===== src/rtl/core/rmbb_pkg.sv =====
// ----------------------------------------------------------------------------
// rmbb_pkg: shared types and constants of the rotated mono bitmap blitter
// Panel geometry, register indexes, field widths and the lane result type.
// ----------------------------------------------------------------------------
package rmbb_pkg;

	// Landscape panel; logical portrait space is PANEL_HEIGHT wide, PANEL_WIDTH tall
	localparam int PANEL_WIDTH  = 960;
	localparam int PANEL_HEIGHT = 540;
	localparam int HALF_WIDTH   = PANEL_WIDTH / 2;

	localparam int NUM_LANES = 8;
	localparam int LANE_W    = $clog2(NUM_LANES);

	localparam int ADDR_W  = 18;
	localparam int COLOR_W = 4;
	localparam int COL_W   = 7;
	localparam int ROW_W   = 10;
	localparam int DIM_W   = 11;
	localparam int BPR_W   = 8;
	localparam int ORG_W   = 12;
	localparam int CFG_W   = 12;
	localparam int CFG_IDX_W = 3;

	// Signed working width of logical coordinates
	localparam int COORD_W = 14;
	// Panel row index and address arithmetic widths
	localparam int PY_W    = $clog2(PANEL_HEIGHT);
	localparam int HW_W    = $clog2(HALF_WIDTH + 1);
	localparam int PROD_W  = PY_W + HW_W + 1;

	localparam logic [BPR_W-1:0] BPR_MAX = BPR_W'(128);

	// Register indexes
	localparam logic [CFG_IDX_W-1:0] REG_BITMAP_WIDTH  = 3'd0;
	localparam logic [CFG_IDX_W-1:0] REG_BITMAP_HEIGHT = 3'd1;
	localparam logic [CFG_IDX_W-1:0] REG_BYTES_PER_ROW = 3'd2;
	localparam logic [CFG_IDX_W-1:0] REG_ORIGIN_X      = 3'd3;
	localparam logic [CFG_IDX_W-1:0] REG_ORIGIN_Y      = 3'd4;
	localparam logic [CFG_IDX_W-1:0] REG_INK_COLOR     = 3'd5;

	// What one lane found for its pixel
	typedef struct packed {
		logic              hit;
		logic [ADDR_W-1:0] addr;
		logic              upper;
	} lane_res_t;

endpackage


===== src/rtl/core/rmbb_if.sv =====
// ----------------------------------------------------------------------------
// rmbb_if: request channels of the rotated mono bitmap blitter
// Source byte channel and framebuffer nibble write channel.
// ----------------------------------------------------------------------------
interface rmbb_byte_if;
	logic       valid;
	logic       ready;
	logic [7:0] bitmap_byte;
	logic       start_of_bitmap;

	modport source (output valid, bitmap_byte, start_of_bitmap, input ready);
	modport sink   (input valid, bitmap_byte, start_of_bitmap, output ready);
endinterface

interface rmbb_write_if;
	logic                          valid;
	logic                          ready;
	logic [rmbb_pkg::ADDR_W-1:0]   write_address;
	logic                          upper_nibble;
	logic [rmbb_pkg::COLOR_W-1:0]  pixel_color;
	logic                          last_of_byte;

	modport source (output valid, write_address, upper_nibble, pixel_color, last_of_byte,
		input ready);
	modport sink   (input valid, write_address, upper_nibble, pixel_color, last_of_byte,
		output ready);
endinterface


===== src/rtl/core/rotated_mono_bitmap_blitter.sv =====
// ----------------------------------------------------------------------------
// rotated_mono_bitmap_blitter: 1bpp bitmap to rotated 4bpp framebuffer writes
// Eight pixel lanes test and rotate one source byte; a merge stage
// serializes the surviving pixels into nibble write requests.
// ----------------------------------------------------------------------------
// Usage:
//  - pixels_in carries one source byte per request, rows in order, padding
//    bytes included; start_of_bitmap clears the row/column counters first.
//  - writes_out carries one nibble write request per drawn pixel, leftmost
//    pixel first; last_of_byte marks the final write of a source byte.
//    Bytes that draw nothing produce no request at all.
//  - Config: cfg_write_en/cfg_index/cfg_data, written while the block idles.
//  - Path: accepted bytes pass the input register, lane register and
//    serializer bank; writes leave from the single output register.
//  - Throughput: one write per cycle while writes_out is ready; the
//    serializer drains one byte while the next is tested in the lanes.
//  - Stall: a stalled writes_out holds its request; the serializer, lane
//    register and input register fill, then pixels_in.ready drops.
//  - Reset: counters cleared, all stages empty, registers at 48/48/6/0/0/0.
// ----------------------------------------------------------------------------
module rotated_mono_bitmap_blitter (
	input  logic                                clk,
	input  logic                                arst_n,
	input  logic                                cfg_write_en,
	input  logic [rmbb_pkg::CFG_IDX_W-1:0]      cfg_index,
	input  logic [rmbb_pkg::CFG_W-1:0]          cfg_data,
	rmbb_byte_if.sink                           pixels_in,
	rmbb_write_if.source                        writes_out
);

	// configuration registers
	logic [rmbb_pkg::DIM_W-1:0]        width_q;
	logic [rmbb_pkg::DIM_W-1:0]        height_q;
	logic [rmbb_pkg::BPR_W-1:0]        bpr_q;
	logic signed [rmbb_pkg::ORG_W-1:0] origin_x_q;
	logic signed [rmbb_pkg::ORG_W-1:0] origin_y_q;
	logic [rmbb_pkg::COLOR_W-1:0]      ink_q;

	// source position counters
	logic [rmbb_pkg::COL_W-1:0]        col_q;
	logic [rmbb_pkg::ROW_W-1:0]        row_q;
	logic [rmbb_pkg::COL_W-1:0]        col_cur;
	logic [rmbb_pkg::ROW_W-1:0]        row_cur;
	logic [rmbb_pkg::BPR_W-1:0]        eff_bpr;
	logic                              row_end;

	// stage 1: accepted byte and its position
	logic                              s1_valid_q;
	logic [7:0]                        byte_s1;
	logic [rmbb_pkg::COL_W-1:0]        col_s1;
	logic [rmbb_pkg::ROW_W-1:0]        row_s1;

	// stage 2: lane results
	logic                                          s2_valid_q;
	rmbb_pkg::lane_res_t [rmbb_pkg::NUM_LANES-1:0] lanes_s2;
	rmbb_pkg::lane_res_t [rmbb_pkg::NUM_LANES-1:0] lane_res;

	logic                                take;
	logic                                s2_free;
	logic                                s1_free;
	logic                                accept;
	logic signed [rmbb_pkg::COORD_W-1:0] ly;
	logic                                ly_ok;
	logic                                row_ok;

	// register writes; unknown indexes are dropped
	always_ff @(posedge clk or negedge arst_n) begin
		if (!arst_n) begin
			width_q    <= rmbb_pkg::DIM_W'(48);
			height_q   <= rmbb_pkg::DIM_W'(48);
			bpr_q      <= rmbb_pkg::BPR_W'(6);
			origin_x_q <= '0;
			origin_y_q <= '0;
			ink_q      <= '0;
		end else if (cfg_write_en) begin
			unique case (cfg_index)
				rmbb_pkg::REG_BITMAP_WIDTH:  width_q    <= cfg_data[rmbb_pkg::DIM_W-1:0];
				rmbb_pkg::REG_BITMAP_HEIGHT: height_q   <= cfg_data[rmbb_pkg::DIM_W-1:0];
				rmbb_pkg::REG_BYTES_PER_ROW: bpr_q      <= cfg_data[rmbb_pkg::BPR_W-1:0];
				rmbb_pkg::REG_ORIGIN_X:      origin_x_q <= $signed(cfg_data[rmbb_pkg::ORG_W-1:0]);
				rmbb_pkg::REG_ORIGIN_Y:      origin_y_q <= $signed(cfg_data[rmbb_pkg::ORG_W-1:0]);
				rmbb_pkg::REG_INK_COLOR:     ink_q      <= cfg_data[rmbb_pkg::COLOR_W-1:0];
				default: begin
				end
			endcase
		end
	end

	// flow control: each stage moves when the one after it frees up
	assign s2_free         = !s2_valid_q || take;
	assign s1_free         = !s1_valid_q || s2_free;
	assign pixels_in.ready = s1_free;
	assign accept          = pixels_in.valid && s1_free;

	// position of the incoming byte; a zero row length acts as one byte,
	// anything past the 7-bit column span is clamped
	always_comb begin
		col_cur = pixels_in.start_of_bitmap ? '0 : col_q;
		row_cur = pixels_in.start_of_bitmap ? '0 : row_q;
		if (bpr_q == '0)
			eff_bpr = rmbb_pkg::BPR_W'(1);
		else if (bpr_q > rmbb_pkg::BPR_MAX)
			eff_bpr = rmbb_pkg::BPR_MAX;
		else
			eff_bpr = bpr_q;
		row_end = ({1'b0, col_cur} + rmbb_pkg::BPR_W'(1)) >= eff_bpr;
	end

	always_ff @(posedge clk or negedge arst_n) begin
		if (!arst_n) begin
			col_q <= '0;
			row_q <= '0;
		end else if (accept) begin
			if (row_end) begin
				col_q <= '0;
				row_q <= row_cur + rmbb_pkg::ROW_W'(1);
			end else begin
				col_q <= col_cur + rmbb_pkg::COL_W'(1);
				row_q <= row_cur;
			end
		end
	end

	always_ff @(posedge clk or negedge arst_n) begin
		if (!arst_n)
			s1_valid_q <= 1'b0;
		else if (s1_free)
			s1_valid_q <= pixels_in.valid;
	end

	always_ff @(posedge clk) begin
		if (accept) begin
			byte_s1 <= pixels_in.bitmap_byte;
			col_s1  <= col_cur;
			row_s1  <= row_cur;
		end
	end

	// row terms shared by all lanes; logical y becomes panel x
	always_comb begin
		ly = $signed({{(rmbb_pkg::COORD_W-rmbb_pkg::ORG_W){origin_y_q[rmbb_pkg::ORG_W-1]}},
			origin_y_q}) + $signed({{(rmbb_pkg::COORD_W-rmbb_pkg::ROW_W){1'b0}}, row_s1});
		ly_ok  = !ly[rmbb_pkg::COORD_W-1] &&
			(ly < rmbb_pkg::COORD_W'(rmbb_pkg::PANEL_WIDTH));
		row_ok = {1'b0, row_s1} < height_q;
	end

	// lane i handles bit 7-i, so lane 0 is the leftmost pixel
	for (genvar i = 0; i < rmbb_pkg::NUM_LANES; i++) begin : g_lane
		rmbb_lane u_lane (
			.lane_index   (rmbb_pkg::LANE_W'(i)),
			.pixel_bit    (byte_s1[rmbb_pkg::NUM_LANES-1-i]),
			.row_ok       (row_ok),
			.col          (col_s1),
			.bitmap_width (width_q),
			.origin_x     (origin_x_q),
			.ly           (ly),
			.ly_ok        (ly_ok),
			.res          (lane_res[rmbb_pkg::NUM_LANES-1-i])
		);
	end

	always_ff @(posedge clk or negedge arst_n) begin
		if (!arst_n)
			s2_valid_q <= 1'b0;
		else if (s2_free)
			s2_valid_q <= s1_valid_q;
	end

	always_ff @(posedge clk) begin
		if (s2_free)
			lanes_s2 <= lane_res;
	end

	// merge: MSB lane is stored in the top slot and issued first
	rmbb_merge u_merge (
		.clk       (clk),
		.arst_n    (arst_n),
		.s2_valid  (s2_valid_q),
		.s2_lanes  (lanes_s2),
		.ink_color (ink_q),
		.take      (take),
		.wr        (writes_out)
	);

endmodule


===== src/rtl/core/rmbb_lane.sv =====
// ----------------------------------------------------------------------------
// rmbb_lane: one pixel lane
// Width and clip test of one bit, then rotation onto the panel address.
// ----------------------------------------------------------------------------
module rmbb_lane (
	input  logic [rmbb_pkg::LANE_W-1:0]         lane_index,
	input  logic                                pixel_bit,
	input  logic                                row_ok,
	input  logic [rmbb_pkg::COL_W-1:0]          col,
	input  logic [rmbb_pkg::DIM_W-1:0]          bitmap_width,
	input  logic signed [rmbb_pkg::ORG_W-1:0]   origin_x,
	input  logic signed [rmbb_pkg::COORD_W-1:0] ly,
	input  logic                                ly_ok,
	output rmbb_pkg::lane_res_t                 res
);

	logic [rmbb_pkg::DIM_W-2:0]          x;
	logic signed [rmbb_pkg::COORD_W-1:0] lx;
	logic                                lx_ok;
	logic [rmbb_pkg::COORD_W-1:0]        py_full;
	logic [rmbb_pkg::PY_W-1:0]           py;
	logic [rmbb_pkg::PROD_W-1:0]         prod;

	always_comb begin
		x  = {col, lane_index};
		lx = $signed({{(rmbb_pkg::COORD_W-rmbb_pkg::ORG_W){origin_x[rmbb_pkg::ORG_W-1]}},
			origin_x}) + $signed({{(rmbb_pkg::COORD_W-rmbb_pkg::DIM_W+1){1'b0}}, x});
		lx_ok = !lx[rmbb_pkg::COORD_W-1] &&
			(lx < rmbb_pkg::COORD_W'(rmbb_pkg::PANEL_HEIGHT));

		// rotate: panel row counts down as logical x grows
		py_full = rmbb_pkg::COORD_W'(rmbb_pkg::PANEL_HEIGHT - 1) - lx;
		py      = py_full[rmbb_pkg::PY_W-1:0];
		prod    = rmbb_pkg::PROD_W'(py) * rmbb_pkg::PROD_W'(rmbb_pkg::HALF_WIDTH)
			+ rmbb_pkg::PROD_W'(ly[rmbb_pkg::COORD_W-2:1]);

		res.hit   = pixel_bit && row_ok && ({1'b0, x} < bitmap_width) && lx_ok && ly_ok;
		res.addr  = prod[rmbb_pkg::ADDR_W-1:0];
		res.upper = ly[0];
	end

endmodule


===== src/rtl/core/rmbb_merge.sv =====
// ----------------------------------------------------------------------------
// rmbb_merge: lane merge and write serializer
// Holds one byte's lane results, issues them MSB lane first into an output
// register, flagging the final write of the byte.
// ----------------------------------------------------------------------------
module rmbb_merge (
	input  logic                                        clk,
	input  logic                                        arst_n,
	input  logic                                        s2_valid,
	input  rmbb_pkg::lane_res_t [rmbb_pkg::NUM_LANES-1:0] s2_lanes,
	input  logic [rmbb_pkg::COLOR_W-1:0]                ink_color,
	output logic                                        take,
	rmbb_write_if.source                                wr
);

	logic [rmbb_pkg::NUM_LANES-1:0]                     mask_q;
	rmbb_pkg::lane_res_t [rmbb_pkg::NUM_LANES-1:0]      bank_q;
	logic [rmbb_pkg::NUM_LANES-1:0]                     hits;
	logic [rmbb_pkg::NUM_LANES-1:0]                     rest;
	logic [rmbb_pkg::LANE_W-1:0]                        sel;
	logic                                               out_free;
	logic                                               emit;

	logic                                               out_valid_q;
	logic [rmbb_pkg::ADDR_W-1:0]                        out_addr_q;
	logic                                               out_upper_q;
	logic [rmbb_pkg::COLOR_W-1:0]                       out_color_q;
	logic                                               out_last_q;

	always_comb begin
		sel = '0;
		for (int i = 0; i < rmbb_pkg::NUM_LANES; i++) begin
			if (mask_q[i])
				sel = rmbb_pkg::LANE_W'(i);
		end
		rest = mask_q & ~(rmbb_pkg::NUM_LANES'(1) << sel);
		for (int i = 0; i < rmbb_pkg::NUM_LANES; i++)
			hits[i] = s2_lanes[i].hit;
		out_free = !out_valid_q || wr.ready;
		emit     = (mask_q != '0) && out_free;
		take     = (mask_q == '0) || (emit && (rest == '0));
	end

	always_ff @(posedge clk or negedge arst_n) begin
		if (!arst_n) begin
			mask_q <= '0;
		end else if (take) begin
			mask_q <= s2_valid ? hits : '0;
		end else if (emit) begin
			mask_q <= rest;
		end
	end

	always_ff @(posedge clk) begin
		if (take && s2_valid)
			bank_q <= s2_lanes;
	end

	always_ff @(posedge clk or negedge arst_n) begin
		if (!arst_n) begin
			out_valid_q <= 1'b0;
		end else if (emit) begin
			out_valid_q <= 1'b1;
		end else if (wr.ready) begin
			out_valid_q <= 1'b0;
		end
	end

	always_ff @(posedge clk) begin
		if (emit) begin
			out_addr_q  <= bank_q[sel].addr;
			out_upper_q <= bank_q[sel].upper;
			out_color_q <= ink_color;
			out_last_q  <= (rest == '0);
		end
	end

	assign wr.valid         = out_valid_q;
	assign wr.write_address = out_addr_q;
	assign wr.upper_nibble  = out_upper_q;
	assign wr.pixel_color   = out_color_q;
	assign wr.last_of_byte  = out_last_q;

endmodule


===== src/flat_wrapper.sv =====
// flat-port wrapper written by rule: the top's interface ports become plain ports
module rotated_mono_bitmap_blitter_flat 
  (clk, arst_n, cfg_write_en, cfg_index, cfg_data, pixels_in_valid, pixels_in_bitmap_byte, pixels_in_start_of_bitmap, pixels_in_ready, writes_out_valid, writes_out_write_address, writes_out_upper_nibble, writes_out_pixel_color, writes_out_last_of_byte, writes_out_ready);
  rmbb_byte_if pixels_in_i ();
  rmbb_write_if writes_out_i ();
  input  logic clk;
  input  logic arst_n;
  input  logic cfg_write_en;
  input  logic [rmbb_pkg::CFG_IDX_W-1:0] cfg_index;
  input  logic [rmbb_pkg::CFG_W-1:0] cfg_data;
  input wire logic [$bits(pixels_in_i.valid)-1:0] pixels_in_valid;
  input wire logic [$bits(pixels_in_i.bitmap_byte)-1:0] pixels_in_bitmap_byte;
  input wire logic [$bits(pixels_in_i.start_of_bitmap)-1:0] pixels_in_start_of_bitmap;
  output wire logic [$bits(pixels_in_i.ready)-1:0] pixels_in_ready;
  output wire logic [$bits(writes_out_i.valid)-1:0] writes_out_valid;
  output wire logic [$bits(writes_out_i.write_address)-1:0] writes_out_write_address;
  output wire logic [$bits(writes_out_i.upper_nibble)-1:0] writes_out_upper_nibble;
  output wire logic [$bits(writes_out_i.pixel_color)-1:0] writes_out_pixel_color;
  output wire logic [$bits(writes_out_i.last_of_byte)-1:0] writes_out_last_of_byte;
  input wire logic [$bits(writes_out_i.ready)-1:0] writes_out_ready;
  assign pixels_in_i.valid = pixels_in_valid;
  assign pixels_in_i.bitmap_byte = pixels_in_bitmap_byte;
  assign pixels_in_i.start_of_bitmap = pixels_in_start_of_bitmap;
  assign pixels_in_ready = pixels_in_i.ready;
  assign writes_out_valid = writes_out_i.valid;
  assign writes_out_write_address = writes_out_i.write_address;
  assign writes_out_upper_nibble = writes_out_i.upper_nibble;
  assign writes_out_pixel_color = writes_out_i.pixel_color;
  assign writes_out_last_of_byte = writes_out_i.last_of_byte;
  assign writes_out_i.ready = writes_out_ready;
  rotated_mono_bitmap_blitter u_core (.clk(clk), .arst_n(arst_n), .cfg_write_en(cfg_write_en), .cfg_index(cfg_index), .cfg_data(cfg_data), .pixels_in(pixels_in_i), .writes_out(writes_out_i));
endmodule

===== config.mk =====
export PLATFORM = sky130hd
export DESIGN_NAME = rotated_mono_bitmap_blitter_flat
export DESIGN_NICKNAME = d
export VERILOG_FILES = /design/src/rtl/core/rmbb_pkg.sv /design/src/rtl/core/rmbb_if.sv /design/src/rtl/core/rotated_mono_bitmap_blitter.sv /design/src/rtl/core/rmbb_lane.sv /design/src/rtl/core/rmbb_merge.sv /design/src/flat_wrapper.sv
export SDC_FILE = /design/constraint.sdc
export NUM_CORES = 1
export LEC_CHECK = 0
export ABC_AREA = 1
export BUFFER_PORTS_ARGS = -buffer_cell sky130_fd_sc_hd__buf_4
export CAP_MARGIN = 20
export CORE_MARGIN = 2
export CORE_UTILIZATION = 59
export CTS_BUF_LIST = sky130_fd_sc_hd__clkbuf_8
export DETAILED_ROUTE_END_ITERATION = 16
export MAX_ROUTING_LAYER = met4
export PLACE_DENSITY = 0.86
export SYNTH_ARGS = -nofsm -noshare
export SYNTH_HDL_FRONTEND = slang
export SYNTH_SLANG_ARGS = --single-unit

===== constraint.sdc =====
create_clock -name clk -period 12.1 [get_ports clk]
set_clock_uncertainty 0.1 [all_clocks]
set_input_delay 2.42 -clock clk [delete_from_list [all_inputs] [get_ports clk]]
set_output_delay 2.42 -clock clk [all_outputs]
set_load 0.02 [all_outputs]

### Word level (Yosys, flattened, before mapping)

Index checks and enable logic that the tools add are counted.

| cells by class | value |
|---|---|
| equality and inequality tests | 5 |
| shift-type cells | 1 |
| order comparisons | 21 |
| multiply operators | 8 |
| multiplexer cells | 20 |
| bitwise logic cells | 2 |
| $add $sub $neg | 28 |
| reductions and logical operators | 74 |

Operators with widths:

| operator | count |
|---|---|
| adder 18 x 12 -> 18 bit | 8 |
| adder 12 x 11 -> 13 bit | 9 |
| less-than comparator 13 x 11 -> 1 bit (second input constant) | 8 |
| multiplier 10 x 4 -> 13 bit (second input constant) | 8 |
| less-than comparator 10 x 11 -> 1 bit | 9 |
| subtractor 10 bit (first input constant) | 8 |
| binary-select mux 20 bit (select 3 bit) | 1 |
| logical AND 1 bit | 45 |
| two-way mux 8 bit | 5 |
| zero test 8 bit | 3 |
| two-way mux 10 bit | 2 |
| two-way mux 19 bit | 1 |
| less-than comparator 14 x 11 -> 1 bit (second input constant) | 1 |
| two-way mux 7 bit | 2 |
| zero test 1 bit | 12 |
| two-way mux 3 bit | 4 |
| AND reduction 2 bit | 6 |
| adder 10 x 1 -> 10 bit (second input constant) | 1 |
| adder 7 x 1 -> 8 bit (second input constant) | 1 |
| AND 8 bit | 1 |
| >= comparator 8 bit | 1 |
| > comparator 8 bit (second input constant) | 1 |
| NOT 8 bit | 1 |
| nonzero test 8 bit | 1 |
| other kinds (11) | 20 |

| word-level totals | value |
|---|---|
| input bits | 29 |
| bits in registers | 441 |
| word-level logic and storage cells | 212 |
| output and inout bits | 26 |

### Logic depth before layout (Yosys ltp)

Gate-level depths: netlist of run 1.

| depth | value |
|---|---|
| depth in word-level cells | 16 |
| depth in mapped cells | 34 |
| gate-level depth less buffers | 33 |

### Cells and area by module

A second synthesis of run 1 with hierarchy kept.

| unflattened totals | value |
|---|---|
| cells, all modules | 4852 |
| area, all modules | 38331.8 um^2 |

By module, submodules not included:

| module | area each (um^2) | cells an instance | times used | seq. area each (um^2) |
|---|---|---|---|---|
| rotated_mono_bitmap_blitter | 10064.7 | 783 | 1 | 7489.7 |
| rmbb_lane (u_core.g_lane[5].u_lane ...) | 2661.3 | 444 | 3 | 0.0 |
| rmbb_lane (u_core.g_lane[1].u_lane ...) | 2632.5 | 459 | 3 | 0.0 |
| rmbb_merge | 7113.1 | 496 | 1 | 5510.3 |
| rmbb_lane (u_core.g_lane[2].u_lane) | 2658.8 | 433 | 1 | 0.0 |
| rmbb_lane (u_core.g_lane[0].u_lane) | 2613.8 | 431 | 1 | 0.0 |

### Least setup slack after synthesis of run 1

OpenSTA, ideal clock, no wires.

| path | value |
|---|---|
| path type | input to output |
| from | input port writes_out_ready |
| to | output port pixels_in_ready |
| data required time | 9.580 ns |
| data arrival time | 3.283 ns |
| setup slack | 6.297 ns |
| buffers on the path | 2 |
| stages on the path | 6 |
| path through | nor2_1 nand2_1 nand4_2 nand3_2 buf_4 buf_6 |

| between the ends | value |
|---|---|
| longest elaborated chain between the ends | 6 |

Ends and longest elaborated chain:

| element | RTL line | text |
|---|---|---|
| start, declared | flat_wrapper.sv:20 | `input wire logic [$bits(writes_out_i.ready)-1:0] writes_out_ready;` |
| logical OR 1 bit | rmbb_merge.sv:39 | `out_free = !out_valid_q \|\| wr.ready;` |
| logical AND 1 bit | rmbb_merge.sv:40 | `emit = (mask_q != '0) && out_free;` |
| logical AND 1 bit | rmbb_merge.sv:41 | `take = (mask_q == '0) \|\| (emit && (rest == '0));` |
| logical OR 1 bit | rmbb_merge.sv:41 |  |
| logical OR 1 bit | rotated_mono_bitmap_blitter.sv:90 | `assign s2_free = !s2_valid_q \|\| take;` |
| logical OR 1 bit | rotated_mono_bitmap_blitter.sv:91 | `assign s1_free = !s1_valid_q \|\| s2_free;` |
| end, declared | flat_wrapper.sv:14 | `output wire logic [$bits(pixels_in_i.ready)-1:0] pixels_in_ready;` |

No other way between the ends.

### Final worst setup path of run 1

| path | value |
|---|---|
| from | register u_core.col_s1[0] (netlist bit) |
| to | register u_core.lanes_s2[138] (netlist bit) (data pin) |

| between the ends | value |
|---|---|
| longest elaborated chain between the ends | 4 |

Ends and longest elaborated chain:

| element | RTL line | text |
|---|---|---|
| start, declared | rotated_mono_bitmap_blitter.sv:50 | `logic [rmbb_pkg::COL_W-1:0] col_s1;` |
| start signal, assigned | rotated_mono_bitmap_blitter.sv:134 | `col_s1 <= col_cur;` |
| adder 12 x 11 -> 13 bit | rmbb_lane.sv:27 | `origin_x}) + $signed({{(rmbb_pkg::COORD_W-rmbb_pkg::DIM_W+1){1'b0}}, x});` |
| subtractor 10 bit | rmbb_lane.sv:32 | `py_full = rmbb_pkg::COORD_W'(rmbb_pkg::PANEL_HEIGHT - 1) - lx;` |
| multiplier 10 x 4 -> 13 bit | rmbb_lane.sv:34 | `prod = rmbb_pkg::PROD_W'(py) * rmbb_pkg::PROD_W'(rmbb_pkg::HALF_WIDTH)` |
| adder 18 x 12 -> 18 bit | rmbb_lane.sv:35 | `+ rmbb_pkg::PROD_W'(ly[rmbb_pkg::COORD_W-2:1]);` |
| net u_core.g_lane[1].u_lane.prod (one bit) | rmbb_lane.sv:22 | `logic [rmbb_pkg::PROD_W-1:0] prod;` |
| end signal, assigned | rotated_mono_bitmap_blitter.sv:172 | `lanes_s2 <= lane_res;` |
| end, declared | rotated_mono_bitmap_blitter.sv:55 | `rmbb_pkg::lane_res_t [rmbb_pkg::NUM_LANES-1:0] lanes_s2;` |

The timed path passes the listed nets, and every way through them passes these cells.
A chain may end at the register's enable or synchronous reset.

==> results.ini, run 1 <==
[run_status]
outcome = finished clean

[synth]
synth_area_um2 = 26990
synth_top_area_cell = edfxtp_1
syn_area_per_cell_um2 = 8.540
syn_inst = 3161
ys.flop_type = edfxtp_1
ys_ff_latch = 343
ys_types = 55
ys_warn_count = 0
synth_top_area_frac = 0.2859
syn_nets = 3530
synthArstFlopShare = 0.2507
synth_area_leaders = edfxtp_1 (29%), ha_1 (11%), nand2_1 (9.2%), fa_1 (8.1%), inv_1 (7.7%)
ys_seq_area_frac = 0.3659
synth_edf_count = 257

[cts]
cts_tree = built
clock_sinks = 343
postCtsHoldBufs = 0
clkLatencyLatePin_ns = 0.63
root_buffer = clkbuf_8
htreeDepth = 2
cts_resized = 0
cts_max_path_buffers = 3
cts_buffers = 52
cts_setup_buffers = 0
clk_pin_slew_worst_paths_ns = 0.07

[min_path]
min_path_type = flip-flop to flip-flop
hold_path_depth = 0

[cells_and_area]
nets = 3594
area_growth_pct = 7.421
mostFrequentLayoutCell = nand2_1
final_cell_mix = nand2_1 (661), inv_1 (561), edfxtp_1 (257)
drive_above_1_share = 0.06546
fin_cells = 3869
insertedDiodeCount = 0
n_fill_cell = 3681

[place]
port-buffer-count = 54
dpl.hpwl_um = 51430
gp_congestion = 0.9753
dp_cells = 3771

[routing]
drt_iter0_drc = 1703
ant_nets = 0
vias = 21020
drc = 0
firstDrtPassIters = 6
vias_per_cell = 5.432
finalWirelength_um = 64930
wire_per_inst_um = 16.78

[die]
fp.dieW_um = 217.9
ios = 55
dieArea_um2 = 47480
rows = 78
dieHeight_um = 217.9
core_um2 = 45280
initial_utilization = 0.5961

[global_route]
grt_pass1_vias = 19840
antenna_found_initial = 0
grt_pass1_wl_um = 103200
grt_max_degree = 82
grtUsageTotal = 0.2871
grt-ovfl-total = 0

[critical_path]
r2r_setup_slack_ns = 5.52
start_kind = flip-flop
cp_slowest_stage_delay_ns = 0.90
end_kind = flip-flop
cp.arrival_ns = 6.86
cpMaxStageDelayCell = ha_1
cp_max_fo = 19
crit_family = adder cells
worst-setup-path-type = flip-flop to flip-flop
worst-path-stages = 24
crit_buf_inv = 5
r2r_cells = 24
cp.required_ns = 12.39
cp_cell_sequence = ha_1 > ha_1 > inv_1 > o21ai_0 > xor2_1 > nand2_1 > nand2_1 > nor2_1 > nand2_1 > xnor2_1 > inv_1 > fa_1 > inv_1 > fa_1 > inv_1 > ha_1 > inv_1 > nor3_1 > nand3_1 > nand3_1 > xor2_1 > nand4_1 > nand2_1 > nand2_1

[timing]
setup_viol = 0
setup_tns_ns = 0
grt_setup_unrepaired = false
worstMarginPinSlew_ns = 1.128
final_max_slew_viol_count = 0
fin_crit_ns = 6.577
fmax_ghz = 0.1520
slew_headroom = 0.2475
fin_crit_sh = 0.5436
finalHoldViolations = 0

[flow_run]
cap_violations = 0

synthesized netlist by cell type (4+ instances only):
master	count
or2_2	14
a21o_1	18
nand4_1	50
a21boi_0	5
nand2_2	6
o21ai_2	7
o21bai_1	17
a21oi_1	154
nor2_2	7
o211ai_1	11
dfrtp_1	80
clkinv_1	4
o21ai_0	157
nand2_1	662
buf_2	11
xor2_2	7
fa_1	109
xnor2_1	74
buf_4	4
nand3_1	210
a31oi_1	19
clkbuf_1	33
inv_2	14
nor3_1	29
ha_1	231
o21ai_1	7
xor2_1	173
dfstp_2	6
nor2_1	191
inv_1	552
edfxtp_1	257
flip-flops by register name, summed over array words and instances, names as in the netlist, 8 cells and up:
name and count:
u_core.bpr_q 8, u_core.byte_s1 8, u_core.height_q 11, u_core.lanes_s2 108, u_core.origin_x_q 12, u_core.origin_y_q 12, u_core.row_q 10, u_core.row_s1 10
u_core.u_merge.bank_q 100, u_core.u_merge.mask_q 8, u_core.u_merge.wr.write_address 18, u_core.width_q 11
metal layers:
metal,up-vias,track usage,share of wire
li1,10380,-,-
met1,9767,0.3676,0.42
met2,739,0.4662,0.47
met3,126,0.03584,0.063
met4,0,0.1141,0.040
met5,-,-,0
worst paths after layout:
| path | start | to |
|---|---|---|
| worst min register to register | u_core.lanes_s2[134] | u_core.u_merge.bank_q[134] |
| worst max-delay path | u_core.col_s1[0] | u_core.lanes_s2[138] |
| worst max register to register | u_core.col_s1[0] | u_core.lanes_s2[138] |
| min in group asynchronous | arst_n | u_core.row_q[3] |
| max in group asynchronous | arst_n | u_core.bpr_q[4] |
| worst min-delay path | u_core.lanes_s2[134] | u_core.u_merge.bank_q[134] |
metrics by stage:
step | cell area (um2) | util | setup slack [ns] | hold WS [ns]
after CTS | 29000 | 0.6404 | 5.604 | 0.3117
after detailed placement | 27990 | 0.6182 | 5.613 | 0.3045
after global placement | 27990 | 0.6182 | 5.669 | 0.3004
after global routing | 29000 | 0.6404 | 5.091 | 0.3163
after floorplan | 26990 | - | 6.297 | 0.3003
final | 29000 | 0.6404 | 5.523 | 0.3151
kinds of logic after synthesis:
family	after synthesis	share of synthesized area
compound gates	405	0.08357
xor+xnor	255	0.08538
simple gates	1193	0.1881
buf+inv	624	0.08881
mux	1	0.0003708
fa+ha+maj	340	0.1879
flops	343	0.3659
final cells by class:
| class | instances | area, um2 | area share |
|---|---|---|---|
| Tap cell | 600 | 750.7 | 0.02589 |
| Inverter | 571 | 2147 | 0.07404 |
| Sequential cell | 343 | 9877 | 0.3406 |
| Clock inverter | 43 | 247.7 | 0.008543 |
| Clock buffer | 55 | 757.0 | 0.02610 |
| Multi-Input combinational cell | 2194 | 14750 | 0.5085 |
| Timing Repair Buffer | 63 | 473.0 | 0.01631 |
Power of run 1 is not shown: default switching activity piles up to over one toggle a cycle in this logic, so the estimate is an artifact.
==> run 2: changes to the inputs <==
- clock period: 12.1 -> 6.27 ns (I/O delays scaled with it)
==> results.ini, run 2 (synthesis results as in run 1) <==
[cts]
cts_tree = built
cts_setup_buffers = 0
clk_pin_slew_worst_paths_ns = 0.07
clock_sinks = 343
root_buffer = clkbuf_8
cts_buffers = 56
cts_max_path_buffers = 3
clkLatencyLatePin_ns = 0.70
postCtsHoldBufs = 0
cts_resized = 0
htreeDepth = 2

[timing]
setup_tns_ns = 0
finalHoldViolations = 0
worstMarginPinSlew_ns = 1.073
slew_headroom = 0.2817
fmax_ghz = 0.1673
setup_viol = 0
fin_crit_sh = 0.9532
grt_setup_unrepaired = false
fin_crit_ns = 5.977
final_max_slew_viol_count = 0

[cells_and_area]
insertedDiodeCount = 0
area_growth_pct = 8.811
drive_above_1_share = 0.07470
largest_register_ffs = 108
mostFrequentLayoutCell = nand2_1
nets = 3620
top_register = u_core.lanes_s2
final_cell_mix = nand2_1 (661), inv_1 (567), edfxtp_1 (257)
layout.area.seq_um2 = 9877
multi_input_area_um2 = 14770
n_fill_cell = 3649

[global_route]
gr-usage-met2 = 0.4731
grt_busiest_layer = met2
gr-usage-met3 = 0.03640
grt_pass1_vias = 20570
grt_pass1_wl_um = 105100
grtUsageTotal = 0.2903
gr-usage-met1 = 0.3690
grt-ovfl-total = 0
grt_max_degree = 102
antenna_found_initial = 0

[routing]
finalWirelength_um = 65450
ant_nets = 0
drt_iter0_drc = 1962
wire_per_inst_um = 16.81
vias = 21260
vias_per_cell = 5.462
firstDrtPassIters = 6
drc = 0

[flow_run]
cap_violations = 0

[die]
rows = 78
ios = 55
core_um2 = 45280
dieArea_um2 = 47480
initial_utilization = 0.5961
fp.dieW_um = 217.9
dieHeight_um = 217.9

[critical_path]
worst-setup-path-type = flip-flop to flip-flop
end_kind = flip-flop
cp_max_fo = 13
cp.arrival_ns = 6.25
start_kind = flip-flop
r2r_setup_slack_ns = 0.29
cp.required_ns = 6.54

[place]
gp_congestion = 1.022
port-buffer-count = 54
dpl.hpwl_um = 51600

[min_path]
min_path_type = flip-flop to flip-flop

[run_status]
outcome = finished clean

[run 2: changes by cell type in the layout (fill, tap and decap cells not counted), moves of 6 or more]
cell	change
buf_4	+19
clkinv_1	-9
clkinv_2	-8
clkbuf_8	+7
inv_1	+6
[run 2: worst max-delay path, stage by stage (launching register included)]
cell and delay [ns]:
dfrtp_1 0.55, inv_1 0.16, buf_4 0.23, ha_2 0.26
xnor2_1 0.58, inv_1 0.09, nor2_1 0.14, nand2_1 0.08
or2_2 0.29, nand2_1 0.20, fa_1 0.47, fa_1 0.56
inv_1 0.05, ha_1 0.35, xnor2_1 0.17, inv_1 0.10
ha_1 0.35, nand2_1 0.06, o21ai_0 0.30, nand2_1 0.10
nor2_1 0.21, nand2_1 0.10, xnor2_1 0.14
[run 2: metal layers]
layer	vias to the layer above	share of wire
met5	-	0
met4	0	0.042
met1	9867	0.42
met2	804	0.47
li1	10420	-
met3	173	0.066
[run 2: final timing paths]
kind                            cells past startpoint                   endpoint            startpoint
worst max-delay path                               22        u_core.lanes_s2[37]  u_core.origin_x_q[1]
worst min-delay path                                0  u_core.u_merge.bank_q[74]   u_core.lanes_s2[74]
worst max register to register                     22        u_core.lanes_s2[37]  u_core.origin_x_q[1]
worst min register to register                      0  u_core.u_merge.bank_q[74]   u_core.lanes_s2[74]
max in group asynchronous                           2   u_core.u_merge.mask_q[7]                arst_n
min in group asynchronous                           1            u_core.row_q[3]                arst_n
[run 2: final cells by class]
type,count,area share
inverter,571,0.07310
clock buffer,62,0.02905
sequential,343,0.3363
multi-input combinational,2194,0.5029
tap,600,0.02556
clock inverter,38,0.009840
timing repair buffer,85,0.02326
[run 2: per-stage QoR]
stage	instances	setup WS [ns]	hold slack, ns	area, um2	utilization
final	3893	0.2934	0.2961	29370	0.6487
after global routing	3893	0.01005	0.2860	29370	0.6487
after CTS	3892	0.07128	0.2695	29310	0.6473
after detailed placement	3792	0.1529	0.3045	28170	0.6220
after global placement	3792	0.3490	0.3006	28170	0.6220
after floorplan	3161	0.7714	0.3003	26990	-
Power of run 2 is left out for the same reason.
==> run 3: changes to the inputs <==
- REMOVE_ABC_BUFFERS: not set -> 1
==> results.ini, run 3 (synthesis results as in run 1) <==
[cells_and_area]
area_growth_pct = 8.742
final_cell_mix = nand2_1 (661), inv_1 (572), edfxtp_1 (257)
n_fill_cell = 3599
fin_cells = 3894
top_register = u_core.lanes_s2
drive_above_1_share = 0.07377
mostFrequentLayoutCell = nand2_1
largest_register_ffs = 108
nets = 3615
insertedDiodeCount = 0

[routing]
vias = 21420
wire_per_inst_um = 16.73
finalWirelength_um = 65140
firstDrtPassIters = 8
ant_nets = 0
drt_iter0_drc = 1873
vias_per_cell = 5.502
drc = 0

[cts]
htreeDepth = 2
cts_resized = 0
cts_setup_buffers = 0
cts_max_path_buffers = 3
root_buffer = clkbuf_8
cts_buffers = 56
postCtsHoldBufs = 0
cts_tree = built
clock_sinks = 343
clk_pin_slew_worst_paths_ns = 0.08
clkLatencyLatePin_ns = 0.68

[die]
dieHeight_um = 217.9
ios = 55
fp.dieW_um = 217.9
initial_utilization = 0.5961
dieArea_um2 = 47480
core_um2 = 45280
rows = 78

[critical_path]
end_kind = flip-flop
start_kind = flip-flop
cp_max_fo = 8
cp.arrival_ns = 6.18
cp.required_ns = 6.55
worst-setup-path-type = flip-flop to flip-flop

[global_route]
grt_max_degree = 101
grt_pass1_wl_um = 104800
antenna_found_initial = 0
grt-ovfl-total = 0
grt_pass1_vias = 20590
grtUsageTotal = 0.2884

[timing]
fin_crit_ns = 5.899
slew_headroom = 0.3271
worstMarginPinSlew_ns = 1.009
fin_crit_sh = 0.9408
fmax_ghz = 0.1695
grt_setup_unrepaired = false
finalHoldViolations = 0
setup_viol = 0
holdWs_ns = 0.3099
final_max_slew_viol_count = 0
setup_tns_ns = 0

[flow_run]
cap_violations = 0

[run_status]
outcome = finished clean

[min_path]
min_path_type = flip-flop to flip-flop

[place]
port-buffer-count = 54
dp_cells = 3788
gp_congestion = 1.034
dpl.hpwl_um = 51160

run 3: cell count changes in the layout (fill, tap and decap cells not counted), moves of 2 or more:
cell and change:
buf_4 -3, bufinv_16 +2, clkinv_2 +2, inv_1 +5
o21ai_0 +2, o21ai_1 -2
run 3: critical path: stages (launching register included):
cell and delay [ns]:
edfxtp_1 0.40, ha_2 0.25, inv_1 0.11, fa_1 0.55, o21ai_2 0.19, xor2_1 0.30
nand3_1 0.11, nand2_1 0.17, inv_1 0.12, fa_1 0.54, inv_1 0.06, fa_1 0.50
inv_1 0.04, ha_1 0.34, xor2_1 0.43, ha_1 0.27, nand2_1 0.10, o21ai_0 0.19
a21o_1 0.18, nor3b_1 0.37, nand2_1 0.12, xnor2_1 0.15
run 3: final timing paths:
kind / end / depth (start not counted) / from / slack, ns
min in group asynchronous: u_core.row_q[0] / 1 / arst_n / 0.42
max reg2reg: u_core.lanes_s2[77] / 21 / u_core.col_s1[0] / 0.37
max: u_core.lanes_s2[77] / 21 / u_core.col_s1[0] / 0.37
min reg2reg: u_core.u_merge.bank_q[15] / 0 / u_core.lanes_s2[15] / 0.31
min: u_core.u_merge.bank_q[15] / 0 / u_core.lanes_s2[15] / 0.31
max in group asynchronous: u_core.u_merge.wr.valid / 2 / arst_n / 4.55
run 3: through the flow:
stage                 util  setup WS [ns]  cell area, um2
floorplan                -         0.7677           26740
global placement    0.6212         0.5761           28130
CTS                 0.6475         0.3134           29320
detailed placement  0.6212         0.3990           28130
global route        0.6482        0.04899           29350
finish              0.6482         0.3714           29350
run 3: metal layers:
layer / vias to the layer above / wire (um) / GRT usage
met5: - / 0 / -
li1: 10420 / - / -
met4: 0 / 3419 / 0.1372
met1: 9997 / 26760 / 0.3630
met3: 172 / 4530 / 0.03738
met2: 839 / 30430 / 0.4639
run 3: final cells by class:
cell class,count,area [um2],share of cell area
clock inverter,45,351.6,0.01198
multi-input combinational,2194,14780,0.5033
tap,600,750.7,0.02557
inverter,571,2147,0.07314
sequential,343,9877,0.3365
clock buffer,61,839.6,0.02860
timing repair buffer,80,613.1,0.02089
Power of run 3 is left out for the same reason.
